File: src/hw/rtl/ddo_pkg.sv
`default_nettype none
// ---------------------------------------------------------------------------
// Differential drive odometry package
// Shared types, constants and the CORDIC arctangent table.
// ---------------------------------------------------------------------------
package ddo_pkg;

  localparam int unsigned CordicStepsDef = 24;
  localparam int unsigned PosFracBitsDef = 16;
  localparam logic [15:0] WheelBaseReset = 16'd500;
  localparam logic signed [35:0] Q30One = 36'sd1073741824;
  localparam logic signed [35:0] GainQ30 = 36'sd652032874;
  localparam logic [46:0] VelMax = {47{1'b1}};

  typedef enum logic [3:0] {
    ST_IDLE,
    ST_DELTA,
    ST_SQR,
    ST_SQRT,
    ST_VEC,
    ST_MID,
    ST_ROT1,
    ST_STEP,
    ST_HALF,
    ST_ROT2,
    ST_DIV1,
    ST_DIV2,
    ST_OUT
  } ddo_state_e;

  typedef struct packed {
    logic load;
    logic delta;
    logic sqr;
    logic sqrt_init;
    logic sqrt_step;
    logic vec_init;
    logic vec_step;
    logic mid;
    logic rot_step;
    logic pos_step;
    logic half;
    logic div1_init;
    logic div2_init;
    logic div_step;
    logic out_load;
  } ddo_cmd_t;

  typedef struct packed {
    logic started;
    logic saturate;
    logic sqrt_last;
    logic cordic_last;
    logic div_last;
  } ddo_status_t;

  function automatic logic signed [35:0] atan_entry(input logic [4:0] i);
    logic signed [35:0] v;
    unique case (i)
      5'd0: v = 36'sh020000000;  5'd1: v = 36'sh012E4051E;
      5'd2: v = 36'sh009FB385B;  5'd3: v = 36'sh0051111D4;
      5'd4: v = 36'sh0028B0D43;  5'd5: v = 36'sh00145D7E1;
      5'd6: v = 36'sh000A2F61E;  5'd7: v = 36'sh000517C55;
      5'd8: v = 36'sh00028BE53;  5'd9: v = 36'sh000145F2F;
      5'd10: v = 36'sh0000A2F98; 5'd11: v = 36'sh0000517CC;
      5'd12: v = 36'sh000028BE6; 5'd13: v = 36'sh0000145F3;
      5'd14: v = 36'sh00000A2FA; 5'd15: v = 36'sh00000517D;
      5'd16: v = 36'sh0000028BE; 5'd17: v = 36'sh00000145F;
      5'd18: v = 36'sh000000A30; 5'd19: v = 36'sh000000518;
      5'd20: v = 36'sh00000028C; 5'd21: v = 36'sh000000146;
      5'd22: v = 36'sh0000000A3; 5'd23: v = 36'sh000000051;
      5'd24: v = 36'sh000000029; 5'd25: v = 36'sh000000014;
      5'd26: v = 36'sh00000000A; 5'd27: v = 36'sh000000005;
      5'd28: v = 36'sh000000003; 5'd29: v = 36'sh000000001;
      5'd30: v = 36'sh000000001; default: v = 36'sh000000000;
    endcase
    return v;
  endfunction

endpackage
`default_nettype wire

File: src/hw/rtl/ddo_ctrl.sv
`default_nettype none
// ---------------------------------------------------------------------------
// Odometry controller
// Sequences the datapath through delta, square root, vectoring, rotation,
// position update and division phases.
// ---------------------------------------------------------------------------
module ddo_ctrl (
  input  wire logic                  clk_i,
  input  wire logic                  rst_ni,
  input  wire logic                  in_fire_i,
  input  wire logic                  out_free_i,
  input  wire ddo_pkg::ddo_status_t  status_i,
  output ddo_pkg::ddo_cmd_t          cmd_o,
  output logic                       busy_o
);
  import ddo_pkg::*;

  ddo_state_e state_q, state_d;

  always_ff @(posedge clk_i or negedge rst_ni) begin
    if (!rst_ni) begin
      state_q <= ST_IDLE;
    end else begin
      state_q <= state_d;
    end
  end

  always_comb begin
    state_d = state_q;
    unique case (state_q)
      ST_IDLE: if (in_fire_i && status_i.started) state_d = ST_DELTA;
      ST_DELTA: state_d = ST_SQR;
      ST_SQR: state_d = status_i.saturate ? ST_MID : ST_SQRT;
      ST_SQRT: if (status_i.sqrt_last) state_d = ST_VEC;
      ST_VEC: if (status_i.cordic_last) state_d = ST_MID;
      ST_MID: state_d = ST_ROT1;
      ST_ROT1: if (status_i.cordic_last) state_d = ST_STEP;
      ST_STEP: state_d = ST_HALF;
      ST_HALF: state_d = ST_ROT2;
      ST_ROT2: if (status_i.cordic_last) state_d = ST_DIV1;
      ST_DIV1: if (status_i.div_last) state_d = ST_DIV2;
      ST_DIV2: if (status_i.div_last) state_d = ST_OUT;
      ST_OUT: if (out_free_i) state_d = ST_IDLE;
      default: state_d = ST_IDLE;
    endcase
  end

  always_comb begin
    cmd_o = '0;
    busy_o = 1'b1;
    unique case (state_q)
      ST_IDLE: begin
        busy_o = 1'b0;
        cmd_o.load = in_fire_i;
      end
      ST_DELTA: cmd_o.delta = 1'b1;
      ST_SQR: begin
        cmd_o.sqr = 1'b1;
        cmd_o.sqrt_init = 1'b1;
      end
      ST_SQRT: begin
        cmd_o.sqrt_step = 1'b1;
        cmd_o.vec_init = status_i.sqrt_last;
      end
      ST_VEC: cmd_o.vec_step = 1'b1;
      ST_MID: cmd_o.mid = 1'b1;
      ST_ROT1: cmd_o.rot_step = 1'b1;
      ST_STEP: cmd_o.pos_step = 1'b1;
      ST_HALF: cmd_o.half = 1'b1;
      ST_ROT2: begin
        cmd_o.rot_step = 1'b1;
        cmd_o.div1_init = status_i.cordic_last;
      end
      ST_DIV1: begin
        cmd_o.div_step = 1'b1;
        cmd_o.div2_init = status_i.div_last;
      end
      ST_DIV2: cmd_o.div_step = 1'b1;
      ST_OUT: cmd_o.out_load = out_free_i;
      default: cmd_o = '0;
    endcase
  end

endmodule
`default_nettype wire

File: config.mk
export PLATFORM = sky130hd
export DESIGN_NAME = ddo_ctrl
export DESIGN_NICKNAME = d
export VERILOG_FILES = /design/src/hw/rtl/ddo_pkg.sv /design/src/hw/rtl/ddo_ctrl.sv
export SDC_FILE = /design/constraint.sdc
export NUM_CORES = 1
export LEC_CHECK = 0
export BUFFER_PORTS_ARGS = -buffer_cell sky130_fd_sc_hd__buf_2
export CAP_MARGIN = 0
export CORE_AREA = 5 5 42 44
export DETAILED_ROUTE_END_ITERATION = 10
export DIE_AREA = 0 0 47 49
export SYNTH_ARGS = -nofsm -noshare
export SYNTH_HDL_FRONTEND = slang
export SYNTH_SLANG_ARGS = --single-unit
File: constraint.sdc
create_clock -name clk_i -period 2.1 [get_ports clk_i]
set_clock_uncertainty 0.1 [all_clocks]
set_input_delay 0.315 -clock clk_i [delete_from_list [all_inputs] [get_ports clk_i]]
set_output_delay 0.315 -clock clk_i [all_outputs]
set_load 0.005 [all_outputs]
==> metrics <==
Worst slew margin 0.666; # diodes 0; Max VDD drop 681 uV; crit path to cmd_o[5]; R2R Setup Slk 0.36 ns; final setup fails 0; number of global-route vias before repair 491; Port Buf Inserts 24; P_sw 373 uW; worst slew pin tran 0.501 ns; share of layout cells above drive strength 1 0.400; CTS buffer count 3; worst slack, placed 0.390 ns; Peak Freq 546 MHz; Clock Power Share 0.118; outcome finished clean; final worst slack 0.270 ns; internal power 437 uW; Sum Neg Setup Slack 0 ns; post-route cell area 594 um^2; crit end category output port; drt via density 5.16; core footprint 1400 um^2; Die Ht 49 um; # DRC 0; Worst-Skew Late Latency 0.23 ns; vias 521; Reg with most FFs state_q; Crit Path Class reg -> out; Worst-path clk slew 0.04 ns; final core occ 0.424; RR Startpoint state_q[3]$_DFFE_PN0P_; RSZ-0062 raised after global routing no; Reg power frac 0.272; Detail Route Antenna Nets 0; Cell variety after synth 31; maximum clock path buffer count 2; Cell Chain, Critical Path nand2b_2 -> nor2_1 -> buf_2; routability cong. 0.803; Hold Crit Class in -> async; Critical Path Fanout Max 17; Regs by FF count state_q: 4 flops; FILL cells 157; DRT Pass-1 Iters 4; final net count 96; crit path launch type flop; routed len/inst 11.9 um; Crit. Startpoint state_q[3]$_DFFE_PN0P_; Post-Syn Area 432 um^2; CP max stage delay 0.55 ns; Synth Warn # 0; P&R area growth vs syn 37.7%; cells after synthesis 59; first-pass GRT wire length 2200 um; pwr dens 1360 nW/um^2; critical path arrival 1.41 ns; drt total wl 1210 um; fin cells 101; Post-synth EDFFs 0; Final min period 1.83 ns; CTS tree yes; combinational share of power 0.611; Synth top area share 0.232; Critical R2R Capture state_q[0]$_DFFE_PN0P_; Synth area leader dfrtp_1; chip width 47 um; MaxCap Viol Count 0; Synthesized Nets 68; top cells by area, synth dfrtp_1, nor3_1, nor2_1, nand2b_2, a21oi_1; Largest register FFs 4; initial DRC count 7; CTS Sinks 4; IO Pins 25; largest net degree at the start of global routing 18; Initial Util 0.308; Setup Fix Bufs, Post-CTS 0; async set-reset flop share out of synthesis 1.00; Slew Limit Fails 0; Crit-path slowest cell dfrtp_1; synth cell count leaders nor2_1, nor3_1, dfrtp_1, nand2_1, a21oi_1; LEAKAGE 0.000310 uW; final worst path period share 0.871; post-detail-place hpwl 931 um; Seq cells post-synth 4; initial antenna violation count 0; R2R cell count 4; count leader, synth nor2_1; CP required 1.68 ns; switch share 0.460; Seq/Total Area, Yosys 0.232; CTS root buf clkbuf_4; ys flop type dfrtp_1; placed cell count 97; Congestion Overflow GR 0; Rows 14; Die ar. 2300 um^2; dpl cell area 562 um^2; synthesized area per cell 7.32 um^2; GRT Total Usage 0.131; # H-tree levels 1; final count of hold timing violations 0
[worst max-delay path, delay by kind of cell, from the launching register on]
family        cells  cell delay (ns)
flops             1             0.55
simple gates      2             0.48
buf+inv           1             0.15
[kinds of logic after synthesis]
group	Yosys count	share of synthesized area
flip-flops	4	0.232
buffers and inverters	7	0.0928
multiplexers	1	0.0348
AND/OR/NAND/NOR	32	0.388
AO/OA/AOI/OAI	15	0.252
[placed cells by master, fill, tap and decap left out, drive strengths merged, types with 2 or more instances in the layout]
cell type	n
clkbuf	3
buf	27
dfrtp	4
inv	2
nand2	4
nor3	7
nor2b	2
nand2b	4
and2	2
a21oi	3
nor2	9
o21ai	2
[layout make-up]
class | count | area [um^2] | share of cell area
clock buffer | 3 | 22.5 | 0.0379
tap | 16 | 20.0 | 0.0337
timing repair buffer | 28 | 153 | 0.257
multi-input combinational | 48 | 292 | 0.491
inverter | 2 | 7.51 | 0.0126
sequential | 4 | 100 | 0.168
[per-layer routing]
layer	track usage	routed length, um
met2	0.183	594
met3	0.0295	78
met5	0	0
met1	0.173	533
met4	0.0829	0
[power groups by stage]
| stage | combinational [uW] | clock [uW] | sequential, uW |
|---|---|---|---|
| floorplan | 404 | 0 | 158 |
| global placement | 501 | 0 | 217 |
| detailed placement | 497 | 0 | 217 |
| CTS | 500 | 99.3 | 218 |
| global route | 565 | 109 | 232 |
| finish | 495 | 95.3 | 220 |
[how the worst min path moves through the flow]
stage	slack, ns	to	cells after the start
after floorplan	-0.08	state_q[0]$_DFFE_PN0P_	0
after global placement	0.02	state_q[1]$_DFFE_PN0P_	1
after detailed placement	0.02	state_q[1]$_DFFE_PN0P_	1
after CTS	0.31	state_q[1]$_DFFE_PN0P_	2
after global routing	0.33	state_q[3]$_DFFE_PN0P_	2
final	0.32	state_q[1]$_DFFE_PN0P_	2
[repair_timing]
item,CTS,global route
gates resized for setup,0,0
endpoints found under the setup margin,0,0
endpoints found under the hold margin,4,0
hold buffers,1,0
[per-stage QoR]
step	hold WS [ns]	power [uW]
final	0.318	810
after global routing	0.328	905
after CTS	0.314	817
after detailed placement	0.0242	714
after global placement	0.0238	718
after floorplan	-0.0806	562
No activity file was read; power rests on OpenSTA's default activity.
